===== config.mk =====
export PLATFORM = sky130hd
export DESIGN_NAME = rgb_to_hsv_hsl_top
export DESIGN_NICKNAME = d
export VERILOG_FILES = /design/src/design/rhh_pkg.sv /design/src/design/rhh_front.sv /design/src/design/rhh_queue.sv /design/src/design/rhh_back.sv /design/src/design/rgb_to_hsv_hsl_top.sv
export SDC_FILE = /design/constraint.sdc
export NUM_CORES = 1
export LEC_CHECK = 0
export BUFFER_PORTS_ARGS = -buffer_cell sky130_fd_sc_hd__buf_4
export CAP_MARGIN = 5
export CORE_UTILIZATION = 55
export CTS_CLUSTER_SIZE = 40
export DETAILED_ROUTE_END_ITERATION = 10
export PLACE_DENSITY = 0.71
export SLEW_MARGIN = 5
export SYNTH_ARGS = -nofsm -noshare
export SYNTH_HDL_FRONTEND = slang
export SYNTH_SLANG_ARGS = --single-unit

===== constraint.sdc =====
create_clock -name aclk -period 28.2 [get_ports aclk]
set_input_delay 5.64 -clock aclk [delete_from_list [all_inputs] [get_ports aclk]]
set_output_delay 5.64 -clock aclk [all_outputs]
set_load 0.05 [all_outputs]

===== src/design/rhh_pkg.sv =====
// shared types and constants for the rgb to hsv/hsl converter
`default_nettype none
package rhh_pkg;

    localparam int CH_W      = 8;   // colour channel width
    localparam int HUE_W     = 12;  // hue quotient bits, one divider stage each
    localparam int SAT_W     = 8;   // saturation quotient bits
    localparam int HUE_DIV_W = 11;  // 6*delta and sector numerator
    localparam int SAT_NUM_W = 16;  // 255*delta

    localparam int S_DATA_W  = 32;
    localparam int M_DATA_W  = 40;

    localparam int QUEUE_DEPTH_DEF = 4;

    localparam logic MODE_HSV = 1'b0;
    localparam logic MODE_HSL = 1'b1;

    // classified pixel handed from the front to the back
    typedef struct packed {
        logic [HUE_DIV_W-1:0] hue_num;
        logic [HUE_DIV_W-1:0] hue_div;
        logic [SAT_NUM_W-1:0] sat_num;
        logic [CH_W-1:0]      sat_den;
        logic [CH_W-1:0]      level;
        logic [CH_W-1:0]      alpha;
    } rhh_item_t;

    // one stage of the divider pipeline
    typedef struct packed {
        logic [HUE_DIV_W-1:0] hue_rem;
        logic [HUE_DIV_W-1:0] hue_div;
        logic [HUE_W-1:0]     hue_q;
        logic [CH_W-1:0]      sat_rem;
        logic [CH_W-1:0]      sat_low;
        logic [CH_W-1:0]      sat_den;
        logic [SAT_W-1:0]     sat_q;
        logic [CH_W-1:0]      level;
        logic [CH_W-1:0]      alpha;
    } rhh_stage_t;

endpackage
`default_nettype wire


===== src/design/rhh_front.sv =====
// front end: takes pixels, finds max/min/sector and sets up both divisions
`default_nettype none
module rhh_front (
    input  wire logic                      aclk,
    input  wire logic                      aresetn,
    input  wire logic                      mode,
    input  wire logic                      s_tvalid,
    output logic                           s_tready,
    input  wire logic [rhh_pkg::S_DATA_W-1:0] s_tdata,
    output logic                           out_valid,
    input  wire logic                      out_ready,
    output rhh_pkg::rhh_item_t             out_item
);

    logic                 valid_reg, valid_next;
    rhh_pkg::rhh_item_t   item_reg, item_next;

    logic [rhh_pkg::CH_W-1:0]      r, g, b, a;
    logic [rhh_pkg::CH_W-1:0]      mx, mn, delta;
    logic                          red_max, green_max;
    logic [rhh_pkg::HUE_DIV_W-1:0] d6;
    logic [rhh_pkg::HUE_W-1:0]     num_w;
    logic [rhh_pkg::CH_W:0]        sum;
    logic [rhh_pkg::CH_W-1:0]      den;
    logic                          take;

    assign r = s_tdata[7:0];
    assign g = s_tdata[15:8];
    assign b = s_tdata[23:16];
    assign a = s_tdata[31:24];

    assign s_tready = !valid_reg || out_ready;
    assign take     = s_tvalid && s_tready;

    always_comb begin
        // ties: red wins over green, green over blue
        red_max   = (r >= g) && (r >= b);
        green_max = !red_max && (g >= b);
        mx = red_max ? r : (green_max ? g : b);
        mn = r;
        if (g < mn) mn = g;
        if (b < mn) mn = b;
        delta = mx - mn;
        d6 = (rhh_pkg::HUE_DIV_W'(delta) << 2) + (rhh_pkg::HUE_DIV_W'(delta) << 1);

        // sector numerator, lands in [0, 6*delta)
        if (red_max) begin
            if (g >= b) begin
                num_w = rhh_pkg::HUE_W'(g) - rhh_pkg::HUE_W'(b);
            end else begin
                num_w = rhh_pkg::HUE_W'(d6) - rhh_pkg::HUE_W'(b) + rhh_pkg::HUE_W'(g);
            end
        end else if (green_max) begin
            num_w = (rhh_pkg::HUE_W'(delta) << 1) + rhh_pkg::HUE_W'(b) - rhh_pkg::HUE_W'(r);
        end else begin
            num_w = (rhh_pkg::HUE_W'(delta) << 2) + rhh_pkg::HUE_W'(r) - rhh_pkg::HUE_W'(g);
        end

        sum = {1'b0, mx} + {1'b0, mn};
        if (mode == rhh_pkg::MODE_HSL) begin
            den = (sum <= 9'd255) ? sum[7:0] : rhh_pkg::CH_W'(9'd510 - sum);
            item_next.level = sum[8:1];
        end else begin
            den = mx;
            item_next.level = mx;
        end

        // grey pixel: zero numerators over a nonzero divisor give zero
        item_next.hue_num = num_w[rhh_pkg::HUE_DIV_W-1:0];
        item_next.hue_div = (delta == '0) ? rhh_pkg::HUE_DIV_W'(6) : d6;
        item_next.sat_num = {delta, 8'b0} - {8'b0, delta};
        item_next.sat_den = (delta == '0) ? rhh_pkg::CH_W'(1) : den;
        item_next.alpha   = a;
    end

    always_comb begin
        valid_next = valid_reg;
        if (take) begin
            valid_next = 1'b1;
        end else if (out_ready) begin
            valid_next = 1'b0;
        end
    end

    always_ff @(posedge aclk) begin
        if (!aresetn) begin
            valid_reg <= 1'b0;
        end else begin
            valid_reg <= valid_next;
        end
        if (take) begin
            item_reg <= item_next;
        end
    end

    assign out_valid = valid_reg;
    assign out_item  = item_reg;

endmodule
`default_nettype wire


===== src/design/rhh_queue.sv =====
// small fifo between the front end and the divider pipeline
`default_nettype none
module rhh_queue #(
    parameter int DEPTH = rhh_pkg::QUEUE_DEPTH_DEF,
    localparam int PTR_W = (DEPTH > 1) ? $clog2(DEPTH) : 1,
    localparam int CNT_W = $clog2(DEPTH + 1)
) (
    input  wire logic               aclk,
    input  wire logic               aresetn,
    input  wire logic               in_valid,
    output logic                    in_ready,
    input  wire rhh_pkg::rhh_item_t in_item,
    output logic                    out_valid,
    input  wire logic               out_pop,
    output rhh_pkg::rhh_item_t      out_item,
    output logic [CNT_W-1:0]        count
);

    rhh_pkg::rhh_item_t slot_reg [DEPTH];
    logic [PTR_W-1:0] wr_ptr_reg, wr_ptr_next;
    logic [PTR_W-1:0] rd_ptr_reg, rd_ptr_next;
    logic [CNT_W-1:0] count_reg, count_next;
    logic             push, pop;

    assign in_ready  = (count_reg != CNT_W'(DEPTH));
    assign out_valid = (count_reg != '0);
    assign push      = in_valid && in_ready;
    assign pop       = out_pop && out_valid;
    assign out_item  = slot_reg[rd_ptr_reg];
    assign count     = count_reg;

    always_comb begin
        wr_ptr_next = wr_ptr_reg;
        rd_ptr_next = rd_ptr_reg;
        count_next  = count_reg;
        if (push) begin
            wr_ptr_next = (wr_ptr_reg == PTR_W'(DEPTH - 1)) ? '0 : wr_ptr_reg + 1'b1;
        end
        if (pop) begin
            rd_ptr_next = (rd_ptr_reg == PTR_W'(DEPTH - 1)) ? '0 : rd_ptr_reg + 1'b1;
        end
        if (push && !pop) begin
            count_next = count_reg + 1'b1;
        end else if (pop && !push) begin
            count_next = count_reg - 1'b1;
        end
    end

    always_ff @(posedge aclk) begin
        if (!aresetn) begin
            wr_ptr_reg <= '0;
            rd_ptr_reg <= '0;
            count_reg  <= '0;
        end else begin
            wr_ptr_reg <= wr_ptr_next;
            rd_ptr_reg <= rd_ptr_next;
            count_reg  <= count_next;
        end
        if (push) begin
            slot_reg[wr_ptr_reg] <= in_item;
        end
    end

endmodule
`default_nettype wire


===== src/design/rhh_back.sv =====
// back end: pipelined restoring dividers for hue and saturation, one bit per stage
`default_nettype none
module rhh_back (
    input  wire logic               aclk,
    input  wire logic               aresetn,
    input  wire logic               in_valid,
    output logic                    in_pop,
    input  wire rhh_pkg::rhh_item_t in_item,
    output logic                    m_tvalid,
    input  wire logic               m_tready,
    output logic [rhh_pkg::M_DATA_W-1:0] m_tdata
);

    localparam int NUM_STAGES = rhh_pkg::HUE_W;

    rhh_pkg::rhh_stage_t stage_reg  [NUM_STAGES];
    rhh_pkg::rhh_stage_t stage_next [NUM_STAGES];
    rhh_pkg::rhh_stage_t stage_in   [NUM_STAGES];
    logic [NUM_STAGES-1:0] valid_reg, valid_next;
    logic                  advance;

    // whole pipe moves together; the last stage is the output register
    assign advance = !valid_reg[NUM_STAGES-1] || m_tready;
    assign in_pop  = advance;

    always_comb begin
        stage_in[0].hue_rem = in_item.hue_num;
        stage_in[0].hue_div = in_item.hue_div;
        stage_in[0].hue_q   = '0;
        // quotient fits 8 bits, so the high byte is already below the divisor
        stage_in[0].sat_rem = in_item.sat_num[15:8];
        stage_in[0].sat_low = in_item.sat_num[7:0];
        stage_in[0].sat_den = in_item.sat_den;
        stage_in[0].sat_q   = '0;
        stage_in[0].level   = in_item.level;
        stage_in[0].alpha   = in_item.alpha;
    end

    assign valid_next = {valid_reg[NUM_STAGES-2:0], in_valid};

    for (genvar s = 0; s < NUM_STAGES; s++) begin : g_stage
        if (s > 0) begin : g_link
            assign stage_in[s] = stage_reg[s-1];
        end

        logic [rhh_pkg::HUE_DIV_W:0] hue_r2;
        logic                        hue_ge;

        always_comb begin
            stage_next[s] = stage_in[s];
            hue_r2 = {stage_in[s].hue_rem, 1'b0};
            hue_ge = hue_r2 >= {1'b0, stage_in[s].hue_div};
            stage_next[s].hue_rem = hue_ge
                ? rhh_pkg::HUE_DIV_W'(hue_r2 - {1'b0, stage_in[s].hue_div})
                : hue_r2[rhh_pkg::HUE_DIV_W-1:0];
            stage_next[s].hue_q = {stage_in[s].hue_q[rhh_pkg::HUE_W-2:0], hue_ge};
        end

        if (s < rhh_pkg::SAT_W) begin : g_sat
            logic [rhh_pkg::CH_W:0] sat_r2;
            logic                   sat_ge;
            rhh_pkg::rhh_stage_t    sat_out;

            always_comb begin
                sat_r2 = {stage_in[s].sat_rem, stage_in[s].sat_low[rhh_pkg::CH_W-1]};
                sat_ge = sat_r2 >= {1'b0, stage_in[s].sat_den};
                sat_out = stage_next[s];
                sat_out.sat_rem = sat_ge
                    ? rhh_pkg::CH_W'(sat_r2 - {1'b0, stage_in[s].sat_den})
                    : sat_r2[rhh_pkg::CH_W-1:0];
                sat_out.sat_low = {stage_in[s].sat_low[rhh_pkg::CH_W-2:0], 1'b0};
                sat_out.sat_q   = {stage_in[s].sat_q[rhh_pkg::SAT_W-2:0], sat_ge};
            end

            always_ff @(posedge aclk) begin
                if (advance) begin
                    stage_reg[s] <= sat_out;
                end
            end
        end else begin : g_hue_only
            always_ff @(posedge aclk) begin
                if (advance) begin
                    stage_reg[s] <= stage_next[s];
                end
            end
        end
    end

    always_ff @(posedge aclk) begin
        if (!aresetn) begin
            valid_reg <= '0;
        end else if (advance) begin
            valid_reg <= valid_next;
        end
    end

    assign m_tvalid = valid_reg[NUM_STAGES-1];
    assign m_tdata  = {4'b0,
                       stage_reg[NUM_STAGES-1].alpha,
                       stage_reg[NUM_STAGES-1].level,
                       stage_reg[NUM_STAGES-1].sat_q,
                       stage_reg[NUM_STAGES-1].hue_q};

endmodule
`default_nettype wire


===== src/design/rgb_to_hsv_hsl_top.sv =====
// top level of the rgba to hsv/hsl pixel converter
`default_nettype none
// Converts one 8-bit RGBA pixel per request into hue (12 bits, 1/4096 of a turn),
// saturation, value or lightness, and alpha. The mode register picks HSV (0) or
// HSL (1) and is written through cfg_wr_en/cfg_wr_data. The user must write it only while
// no pixel is in flight; the block itself does not enforce this. Sustained rate is one
// pixel per clock while the result side does not stall. An accepted input request passes
// the front-end classify register, the queue, and the 12 stages of the restoring hue
// divider (the 8-bit saturation divide shares the first 8 stages). The queue of QUEUE_DEPTH
// entries (at least 2) lets the input keep flowing while the result side stalls.
module rgb_to_hsv_hsl_top #(
    parameter int QUEUE_DEPTH = rhh_pkg::QUEUE_DEPTH_DEF
) (
    input  wire logic        aclk,
    input  wire logic        aresetn,
    // configuration: mode register
    input  wire logic        cfg_wr_en,
    input  wire logic        cfg_wr_data,
    // input requests
    input  wire logic        s_tvalid,
    output logic             s_tready,
    input  wire logic [31:0] s_tdata,   // red_in[7:0], green_in[15:8], blue_in[23:16], alpha_in[31:24]
    // result requests
    output logic             m_tvalid,
    input  wire logic        m_tready,
    output logic [39:0]      m_tdata    // hue_out[11:0], saturation_out[19:12], level_out[27:20],
                                        // alpha_out[35:28], zero[39:36]
);

    localparam int CNT_W = $clog2(QUEUE_DEPTH + 1);

    logic mode_reg, mode_next;

    // front to queue
    logic               fr_valid;
    logic               q_in_ready;
    rhh_pkg::rhh_item_t fr_item;

    // queue to back
    logic               q_out_valid;
    logic               q_pop;
    rhh_pkg::rhh_item_t q_item;
    logic [CNT_W-1:0]   q_count;

    // mode register, only bit 0 exists
    assign mode_next = cfg_wr_en ? cfg_wr_data : mode_reg;

    always_ff @(posedge aclk) begin
        if (!aresetn) begin
            mode_reg <= rhh_pkg::MODE_HSV;
        end else begin
            mode_reg <= mode_next;
        end
    end

    // classify: max/min, hue sector numerator, saturation divisor
    rhh_front u_front (
        .aclk      (aclk),
        .aresetn   (aresetn),
        .mode      (mode_reg),
        .s_tvalid  (s_tvalid),
        .s_tready  (s_tready),
        .s_tdata   (s_tdata),
        .out_valid (fr_valid),
        .out_ready (q_in_ready),
        .out_item  (fr_item)
    );

    // decouples the front end from result back-pressure
    rhh_queue #(
        .DEPTH (QUEUE_DEPTH)
    ) u_queue (
        .aclk      (aclk),
        .aresetn   (aresetn),
        .in_valid  (fr_valid),
        .in_ready  (q_in_ready),
        .in_item   (fr_item),
        .out_valid (q_out_valid),
        .out_pop   (q_pop),
        .out_item  (q_item),
        .count     (q_count)
    );

    // divider pipeline and output register
    rhh_back u_back (
        .aclk     (aclk),
        .aresetn  (aresetn),
        .in_valid (q_out_valid),
        .in_pop   (q_pop),
        .in_item  (q_item),
        .m_tvalid (m_tvalid),
        .m_tready (m_tready),
        .m_tdata  (m_tdata)
    );

    // queue never holds more than its depth
    a_queue_bound: assert property (@(posedge aclk) disable iff (!aresetn)
        q_count <= CNT_W'(QUEUE_DEPTH))
        else $error("queue occupancy beyond depth");

    // input stalls only when the front holds a request the queue cannot take
    a_stall_cause: assert property (@(posedge aclk) disable iff (!aresetn)
        !s_tready |-> (fr_valid && !q_in_ready))
        else $error("input stalled without a full queue");

    // a full queue with the back end advancing frees a slot next cycle
    a_queue_drains: assert property (@(posedge aclk) disable iff (!aresetn)
        (q_count == CNT_W'(QUEUE_DEPTH) && q_pop && !fr_valid)
            |=> q_count == CNT_W'(QUEUE_DEPTH - 1))
        else $error("queue did not drain on pop");

endmodule
`default_nettype wire


---- Word level (Yosys, flattened, before mapping) ----
Memories as Yosys holds them, arrays and structs flattened. A register that Yosys moved wholly into a read port is not among the register bits.
Index checks and enable logic that the tools add are counted.
operators by class
  order comparisons ....................... 26
  reductions and logical operators ........ 18
  equal/unequal tests ..................... 3
  add/subtract/negate cells ............... 36
  muxes and demuxes ....................... 42
operators by type and width
  operator               count
  $mux W11               15
  $ge A12 B11 Y1         12
  $sub A11 B11 Y11       12
  $mux W8                15
  $ge A9 B8 Y1           8
  $sub A8 B8 Y8          9
  $ge A8 B8 Y1           3
  $sub A11 B8 Y11        2
  $lt A8 B8 Y1           2
  $sub A16 B8 Y16        1
  $add A10 B8 Y11        1
  $add A10 B9 Y11        1
  $add A11 B8 Y11        1
  $sub A10 B8 Y11        1
  $add A9 B8 Y10         1
  $add A8 B8 Y9          1
  $le A9 B8 Y1 const B   1
  $sub A8 B8 Y9          1
  $logic_not A8 Y1       1
  $mux W2                4
  $sub A8 B8 Y8 const A  1
  $logic_and A1 B1 Y1    7
  $mux W1                6
  $mux W3                2
  other kinds (9)        17
storage, ports and cells
  output and inout port bits .............. 42
  word-level logic and storage cells ...... 139
  register bits after elaboration ......... 83
  memories kept ........................... 2
  memory bits (writable) .................. 1,232
  bits of input ports ..................... 38
memories
  name              depth  width  read ports  clocked after Yosys merged registers in  write ports  RTL line         text
  u_back.stage_reg  12     82     12          0                                        12           rhh_back.sv:16   rhh_pkg::rhh_stage_t stage_reg [NUM_STAGES];
  u_queue.slot_reg  4      62     1           1                                        1            rhh_queue.sv:19  rhh_pkg::rhh_item_t slot_reg [DEPTH];

---- Depth between registers and ports, before layout ----
Gate-level depths: netlist of the first run.
  word-level depth ........................ 12
  depth in mapped cells ................... 40
  gate-level depth less buffers ........... 37

---- Hierarchy ----
Synthesis of the first run repeated with hierarchy kept, for this count alone.
second synthesis, totals
  cells, all modules ...................... 3,348
  area, all modules ....................... 49,452.4 um^2
by module, submodules not included
  module              area each (um^2)  times used  cells each
  rhh_back            33,196.8          1           2,272
  rhh_queue           9,412.8           1           375
  rhh_front           6,806.5           1           698
  rgb_to_hsv_hsl_top  36.3              1           3

---- Least setup slack after synthesis of the first run ----
OpenSTA, ideal clock, no wires.
  path kind ............................... input to register
  start ................................... input port m_tready
  end ..................................... memory u_back.stage_reg[0][0] (netlist name) (enable)
  arrival time ............................ 24.788 ns
  path slack .............................. 2.072 ns
  buffers on the path ..................... 1
  stages on the path ...................... 3
  cell sequence ........................... nor2b_1 > inv_1 > clkbuf_1
RTL lines
  element      RTL line                  text
  from (decl)  rgb_to_hsv_hsl_top.sv:25  input wire logic m_tready,
  to (decl)    rhh_back.sv:16

==> results.md, run 1 <==
Job:
- Across the run, the number of max-cap violations was 0.

Routing:
- Summed over all layers, the routed wires come to 83.5 mm.
- The total DRC errors in the routed layout is 0.
- In the routed layout, each cell is associated on average with a via count of between 5 and 6.
- The detailed-router iteration count before antenna repair is 5.
- After detailed routing, the average wire length per cell comes to 18.3 um.
- The number of violations reported at the end of detailed-routing iteration 0 is ~1400.
- For this block, the via count after detailed routing is ~25000.
- The number of antenna-violating nets in the routed design is 0.

CTS:
- The H-tree depth reported by CTS is 3.
- The cell at the root of the clock tree is sky130_fd_sc_hd__clkbuf_16.
- The clock passes through at most 3 buffers.
- The clock sink count is roughly 1000.
- The clock slew seen by the registers of the worst setup and hold paths is about 0.070 ns.
- Post-CTS repair changed the size of 0 cells.
- TritonCTS built the clock tree.
- After clock tree synthesis, the setup repair step added 0 buffers.
- The clock network latency to the later pin of the worst-skew pair is between 0.6 and 0.7 ns.
- The number of buffers inserted for hold repair after clock tree synthesis is 0.
- The number of buffers added by the clock tree synthesis step is a little over 100.

Final layout:
- The final layout contains 3727 nets.
- The non-filler instance count after layout is between 4000 and 5000.
- The number of diodes is 0.
- The final instance area is between 50000 and 60000 um2.
- The register with the most flip-flops in the layout has roughly 700 of them.
- Cells fill a little over 60% of the core in the end.
- The fill cell total of the finished layout is roughly 6000.
- The post-synthesis to final-layout area growth is 11.0%.
- The storage element area is 30600 um2.
- Summing all multi-input logic gate instances after layout gives between 10000 and 15000 um2.
- The share of final-layout standard cells stronger than drive strength 1 is between 10% and 20%.

Worst setup path:
- The critical path is of the in2reg type.
- The delay of the slowest cell on the worst path is 0.62 ns.
- STA classifies the critical path startpoint as a primary input.
- The slowest stage of the critical path is the sky130_fd_sc_hd__xnor2_1 cell.
- Counting both buffers and inverters, the worst setup path holds a total of 4.
- For the worst setup path, the data required time is between 20 and 30 ns.
- In this design, the largest share of critical-path delay is due to compound AO/OA/AOI/OAI gates.
- The data arrival at the endpoint of the critical path is 13.95 ns.
- The largest fanout on the critical path is 15.
- STA classifies the critical path endpoint as a flop.

STA:
- The number of failing hold endpoints at the final stage is 0.
- The maximum clock rate is 0.0736 GHz.
- Headroom to the max-slew limit came out at between 20 and 25%.
- The fraction of the cycle the final worst path needs is just under 50%.
- For the pin with the worst max-slew slack, the measured transition is 1.17 ns.
- The clock skew is ~0.033 ns.
- The total of endpoints with negative setup slack in the final report is 0.
- The final sum of negative setup slack is 0 ns.
- Setup repair after global routing left no endpoint under its margin.
- The worst path needs 13.58 ns of the cycle, external delays included.
- The final count of pins violating max slew is 0.

Yosys:
- Summing the areas of all and, or, nand and nor instances in the mapped netlist gives ~6.5% of the synthesized area.
- The synthesized design contains ~1000 enable-type register cells.
- The most frequent cell after synthesis is sky130_fd_sc_hd__edfxtp_1.
- The largest area contributor in the synthesized netlist is sky130_fd_sc_hd__edfxtp_1.
- The share of the synthesized area in compound gates (AO/OA/AOI/OAI) is under 10%.
- After synthesis, the largest family of logic cells by area is adder cells.
- By count the netlist is led by 1003 x sky130_fd_sc_hd__edfxtp_1, 330 x sky130_fd_sc_hd__inv_1, 290 x sky130_fd_sc_hd__ha_1.
- The share of the yosys chip area belonging to registers is ~65%.
- Measured against the total synthesized area, the mux share comes to 5.10%.
- The adder-cell share of the synthesized area is under 10%.
- After synthesis, the largest area contributor takes up around 64% of total cell area.
- The synthesized flop and latch total is between 1000 and 1500.
- The combined area of all synthesized cells is approximately 47000 um2.
- For this run, the number of Yosys warnings is 0.
- The count of different cell masters after synthesis is 79.
- After synthesis, the mean cell area works out to about 15 um2.
- The proportion of synthesized flip-flops having asynchronous set or reset is 0%.
- The most used flip-flop cell after synthesis is sky130_fd_sc_hd__edfxtp_1.
- Synthesis handed over a netlist of between 3000 and 4000 instances.
- By area the synthesized netlist is led by sky130_fd_sc_hd__edfxtp_1 64%, sky130_fd_sc_hd__ha_1 7.7%, sky130_fd_sc_hd__mux4_2 2.8%, sky130_fd_sc_hd__inv_1 2.6%, sky130_fd_sc_hd__xnor2_1 2.1%.
- The parity-gate share of the synthesized area counting xor and xnor cells is under 10%.

Global route:
- The total track usage is about a fifth.
- The via count of the first global-routing pass is 25612.
- The initial antenna violation count is 0.
- The first global-routing pass estimated ~130 mm of wire.
- The leftover overflow at the end of global routing is 0.
- Entering global routing, the biggest net connects 188 pins.

Floorplan:
- The initial utilization of the core area, before any placement, comes to a little under three fifths.
- The die is between 200 and 300 um tall.
- The die covers ~86000 um2.
- The area of the placeable core is ~84000 um2.
- Row generation in the floorplan step produced 106 rows.
- 80 I/O pins were placed.
- The floorplan step set the die width to roughly 290 um.

Hold path:
- The class of the worst hold path is reg2reg.

Placement:
- The placer's final routability congestion estimate is around 0.85.
- Once placement finished, the instance area stood at between 40000 and 50000 um2.
- Input and output buffers added on the ports amount to 75.
- The estimated wirelength of the detail-placed design is 58.0 mm.
- The post-placement cell count is about 4400.

Status:
- The run finished with clean final reports.
cell type report:
cell class              count  share of cell area [%]
flip-flops and latches   1026                    58.8
well taps                1134                    2.73
inverters                 331                    2.40
multi-input cells        1798                    28.4
clock inverters            70                    1.30
clock buffers             112                    4.94
repair buffers             94                    1.38
cells in the final DEF (no fill, tap or decap), types with 25 or more instances in the layout:
| cell type | synthesis | final |
|---|---|---|
| sky130_fd_sc_hd__nor2b_1 | 64 | 64 |
| sky130_fd_sc_hd__nor2_1 | 169 | 169 |
| sky130_fd_sc_hd__mux4_2 | 59 | 59 |
| sky130_fd_sc_hd__a21boi_0 | 40 | 40 |
| sky130_fd_sc_hd__xnor2_1 | 113 | 113 |
| sky130_fd_sc_hd__buf_4 | 5 | 93 |
| sky130_fd_sc_hd__nand4_1 | 44 | 44 |
| sky130_fd_sc_hd__clkinv_2 | 0 | 26 |
| sky130_fd_sc_hd__clkbuf_16 | 0 | 101 |
| sky130_fd_sc_hd__nand2b_1 | 50 | 50 |
| sky130_fd_sc_hd__mux2i_1 | 25 | 25 |
| sky130_fd_sc_hd__xor2_1 | 46 | 46 |
| sky130_fd_sc_hd__o21ai_0 | 139 | 139 |
| sky130_fd_sc_hd__edfxtp_1 | 1003 | 1003 |
| sky130_fd_sc_hd__mux2_2 | 70 | 70 |
| sky130_fd_sc_hd__inv_1 | 330 | 329 |
| sky130_fd_sc_hd__a21oi_1 | 146 | 146 |
| sky130_fd_sc_hd__ha_1 | 290 | 290 |
| sky130_fd_sc_hd__nand2_1 | 151 | 151 |
| sky130_fd_sc_hd__a21o_1 | 67 | 67 |
| sky130_fd_sc_hd__nand3_1 | 26 | 26 |
| sky130_fd_sc_hd__fa_1 | 47 | 47 |
| sky130_fd_sc_hd__nor3_1 | 39 | 39 |
path summary, 6_finish.rpt:
path                                                from                       to  depth (start not counted)  slack (ns)
worst max-delay path                          s_tdata[0]     u_front.out_item[61]                         36       14.62
worst min-delay path            u_back.stage_reg[1][257]  u_back.stage_reg[2][11]                          0        0.41
worst max register to register                      flop  u_back.stage_reg[0][45]                         14       23.29
worst min register to register  u_back.stage_reg[1][257]  u_back.stage_reg[2][11]                          0        0.41
routing by layer:
metal | vias up | wire (um) | track usage [%]
met2 | 480 | 42300 | 34.6
met4 | 0 | 1980 | 6.00
met1 | 12207 | 36000 | 25.1
met5 | - | 0 | 0
met3 | 132 | 3190 | 2.94
li1 | 12089 | - | -
kinds of logic (layout without fill, tap and decap cells):
| kind of cell | after synthesis | in the layout |
|---|---|---|
| adder cells (fa/ha/maj) | 338 | 338 |
| other | 1 | 4 |
| flip-flops | 1026 | 1026 |
| AO/OA/AOI/OAI | 520 | 520 |
| AND/OR/NAND/NOR | 618 | 618 |
| XOR/XNOR | 162 | 162 |
| buffers and inverters | 393 | 607 |
| multiplexers | 156 | 156 |
metrics by stage:
stage               hold WS, ns  worst slack [ns]
finish                    0.407             14.62
CTS                       0.402             14.67
detailed placement        0.405             14.00
global placement          0.400             14.10
floorplan                 0.400              2.07
global route              0.408             13.97
Power of run 1 is not shown: default switching activity piles up to over one toggle a cycle in this logic, so the estimate is an artifact.
==> run 2: changes to the inputs <==
--- a/config.mk
+++ b/config.mk
@@ -10,7 +10,7 @@
 export CORE_UTILIZATION = 55
 export CTS_CLUSTER_SIZE = 40
 export DETAILED_ROUTE_END_ITERATION = 10
-export PLACE_DENSITY = 0.71
+export PLACE_DENSITY = 0.74
 export SLEW_MARGIN = 5
 export SYNTH_ARGS = -nofsm -noshare
 export SYNTH_HDL_FRONTEND = slang
==> constraint.sdc (replaced) <==
create_clock -name aclk -period 11.4 [get_ports aclk]
set_input_delay 2.28 -clock aclk [delete_from_list [all_inputs] [get_ports aclk]]
set_output_delay 2.28 -clock aclk [all_outputs]
set_load 0.05 [all_outputs]
==> run 2 against run 1 <==
  * First-iteration DRC count increased by 9.9%
  * Via count rose by 1.3%
  * Clock skew is 0.0026 ns lower
  * Non-clock buffer count up 3
  * Critical path type unchanged
  * Critical endpoint unchanged
  * Largest cell class unchanged
  * Highest routed layer is now met5
==> results.md, run 2 (synthesis results as in run 1) <==
Placement:
- The congestion estimate from routability-driven global placement came to about 0.9.
- Summed over all nets, the half-perimeter wirelength after detailed placement is 57.4 mm.
- The count of buffers inserted at the top-level ports is 75.

CTS:
- CTS built an H-tree with a depth of 3.
- The number of buffers added for setup after CTS is 0.
- At the later pin of the worst-skew pair, clock insertion delay measures 0.66 ns.
- The clock drives a little over 1000 sinks.
- In this run, CTS created clock tree buffers numbering 98.
- The cell at the root of the clock tree is sky130_fd_sc_hd__clkbuf_16.
- The clock slew seen by the registers of the worst setup and hold paths is 0.06 ns.
- The number of buffers inserted for hold repair after clock tree synthesis is 0.
- The clock tree buffer depth is 3.
- TritonCTS built the clock tree.
- Post-CTS repair changed the size of 0 cells.

STA:
- Setup violations remaining at the end of the flow were counted as 0.
- The number of failing hold endpoints at the final stage is 0.
- Setup repair after global routing left no endpoint under its margin.
- The headroom to the max-slew limit is 24.0%.
- The final count of pins violating max slew is 0.
- After routing, the total negative slack on setup checks comes to 0 ns.
- Of the available clock period, the critical path in the final layout requires 86.6%.
- Timing would allow up to just over 0.1 GHz.
- The clock skew is around 0.030 ns.
- The final critical path time including I/O delays and setup is between 9 and 10 ns.
- The slew of the pin with the lowest slew margin is about 1.1 ns.

Floorplan:
- During I/O placement, the number of pins put on the boundary was 80.
- From bottom edge to top edge, the die measures around 290 um.
- The total die area is between 80000 and 90000 um2.
- The floorplan has between 100 and 150 rows.
- The total area inside the core boundary comes to between 80000 and 90000 um2.
- The initial utilization of the core area, before any placement, comes to 55.8%.
- In this run the horizontal extent of the chip is around 290 um.

Final layout:
- Leaving out fill and tap cells, the most frequent cell in the layout is sky130_fd_sc_hd__edfxtp_1.
- The number of diodes is 0.
- The post-synthesis to final-layout area growth is 11.0%.
- The register with the most flip-flops in the layout has about 700 of them.
- The layout net count is ~3700.
- The share of final-layout standard cells stronger than drive strength 1 is 11.7%.
- In the layout the commonest cells are 1003 x sky130_fd_sc_hd__edfxtp_1, 329 x sky130_fd_sc_hd__inv_1, 290 x sky130_fd_sc_hd__ha_1.

Global route:
- The initial antenna violation count came to 1.
- The wire length of the first global-routing pass is between 100 and 150 mm.
- The leftover overflow at the end of global routing is 0.
- Entering global routing, the biggest net connects ~190 pins.
- The via count of the first global-routing pass is between 20000 and 30000.
- The total track usage is slightly below 20%.

Worst setup path:
- In this design, the stage delay of the slowest critical-path cell is 0.51 ns.
- STA classifies the critical path endpoint as a flop.
- The critical path is of the in2reg type.
- Data arrives at the worst endpoint at roughly 10 ns.
- The largest fanout on the critical path is 15.
- The worst setup path is launched from a primary input.
- For this design, the slowest cell found on the critical path is sky130_fd_sc_hd__xnor2_1.
- The data required time of the worst path is approximately 12 ns.
- The buffers plus inverters on the worst setup path is 4.
- The kind of cell with the highest combined delay along the critical path is compound AO/OA/AOI/OAI gates.

Routing:
- In the routed design, unresolved DRC markers number 0.
- Dividing the detail-routed via count by the number of cells gives 5.52.
- The detailed-router iteration count before antenna repair is 6.
- Summed over all layers, the routed wires come to ~83 mm.
- After detailed routing, the average wire length per cell comes to 18.2 um.
- The vias after detailed routing is about 25000.
- The count of nets left with antenna violations once routing finished came out at 0.
- The number of violations reported at the end of detailed-routing iteration 0 is between 1500 and 2000.

Status:
- The run finished with clean final reports.

Hold path:
- The class of the worst hold path is reg2reg.

Job:
- The number of maximum-capacitance constraint violations is 0.
[run 2: routing by layer]
metal | vias up | track usage, % | part of all wire (%) | wire length [um]
li1 | 12095 | - | - | -
met1 | 12416 | 24.1 | 41 | 34300
met2 | 544 | 34.4 | 51 | 42600
met3 | 176 | 3.05 | 4.0 | 3310
met4 | 2 | 7.80 | 3.5 | 2870
met5 | - | 0 | 0.016 | 13
[run 2: stage by stage]
| stage | utilization [%] | instances | setup WS, ns | hold slack [ns] | instance area, um2 |
|---|---|---|---|---|---|
| 2_1_floorplan | - | 3217 | 1.94 | 0.400 | 46800 |
| 3_3_place_gp | 58.1 | 4386 | 1.03 | 0.400 | 48800 |
| 3_5_place_dp | 58.1 | 4386 | 0.924 | 0.405 | 48800 |
| 4_1_cts | 61.9 | 4568 | 1.63 | 0.384 | 52000 |
| 5_1_grt | 61.9 | 4568 | 0.755 | 0.400 | 52000 |
| 6_report | 61.9 | 4568 | 1.52 | 0.400 | 52000 |
[run 2: worst paths after layout]
kind | start | endpoint | slack [ns] | cells after the start
hold reg to reg | u_back.stage_reg[1][294] | u_back.stage_reg[2][49] | 0.40 | 0
setup / recovery | s_tdata[0] | u_front.out_item[61] | 1.52 | 35
setup reg to reg | flop | u_back.stage_reg[0][78] | 6.31 | 12
hold / removal | u_back.stage_reg[1][294] | u_back.stage_reg[2][49] | 0.40 | 0
[run 2: worst register-to-register path, delay by kind of cell, from the launching register on]
| kind | cells | cell delay [ns] |
|---|---|---|
| flops | 1 | 0.73 |
| mux | 1 | 0.69 |
| fa+ha+maj | 1 | 0.24 |
| simple gates | 2 | 1.02 |
| buf+inv | 2 | 0.81 |
| compound gates | 6 | 1.28 |
[run 2: cell type report]
type                            count  area (um2)
Clock inverter                     64         678
Clock buffer                      118        2560
Tap cell                         1134        1420
Multi-Input combinational cell   1798       14800
Inverter                          331        1250
Fill cell                        6064       32000
Timing Repair Buffer               97         753
Sequential cell                  1026       30600
Power of run 2 is left out for the same reason.
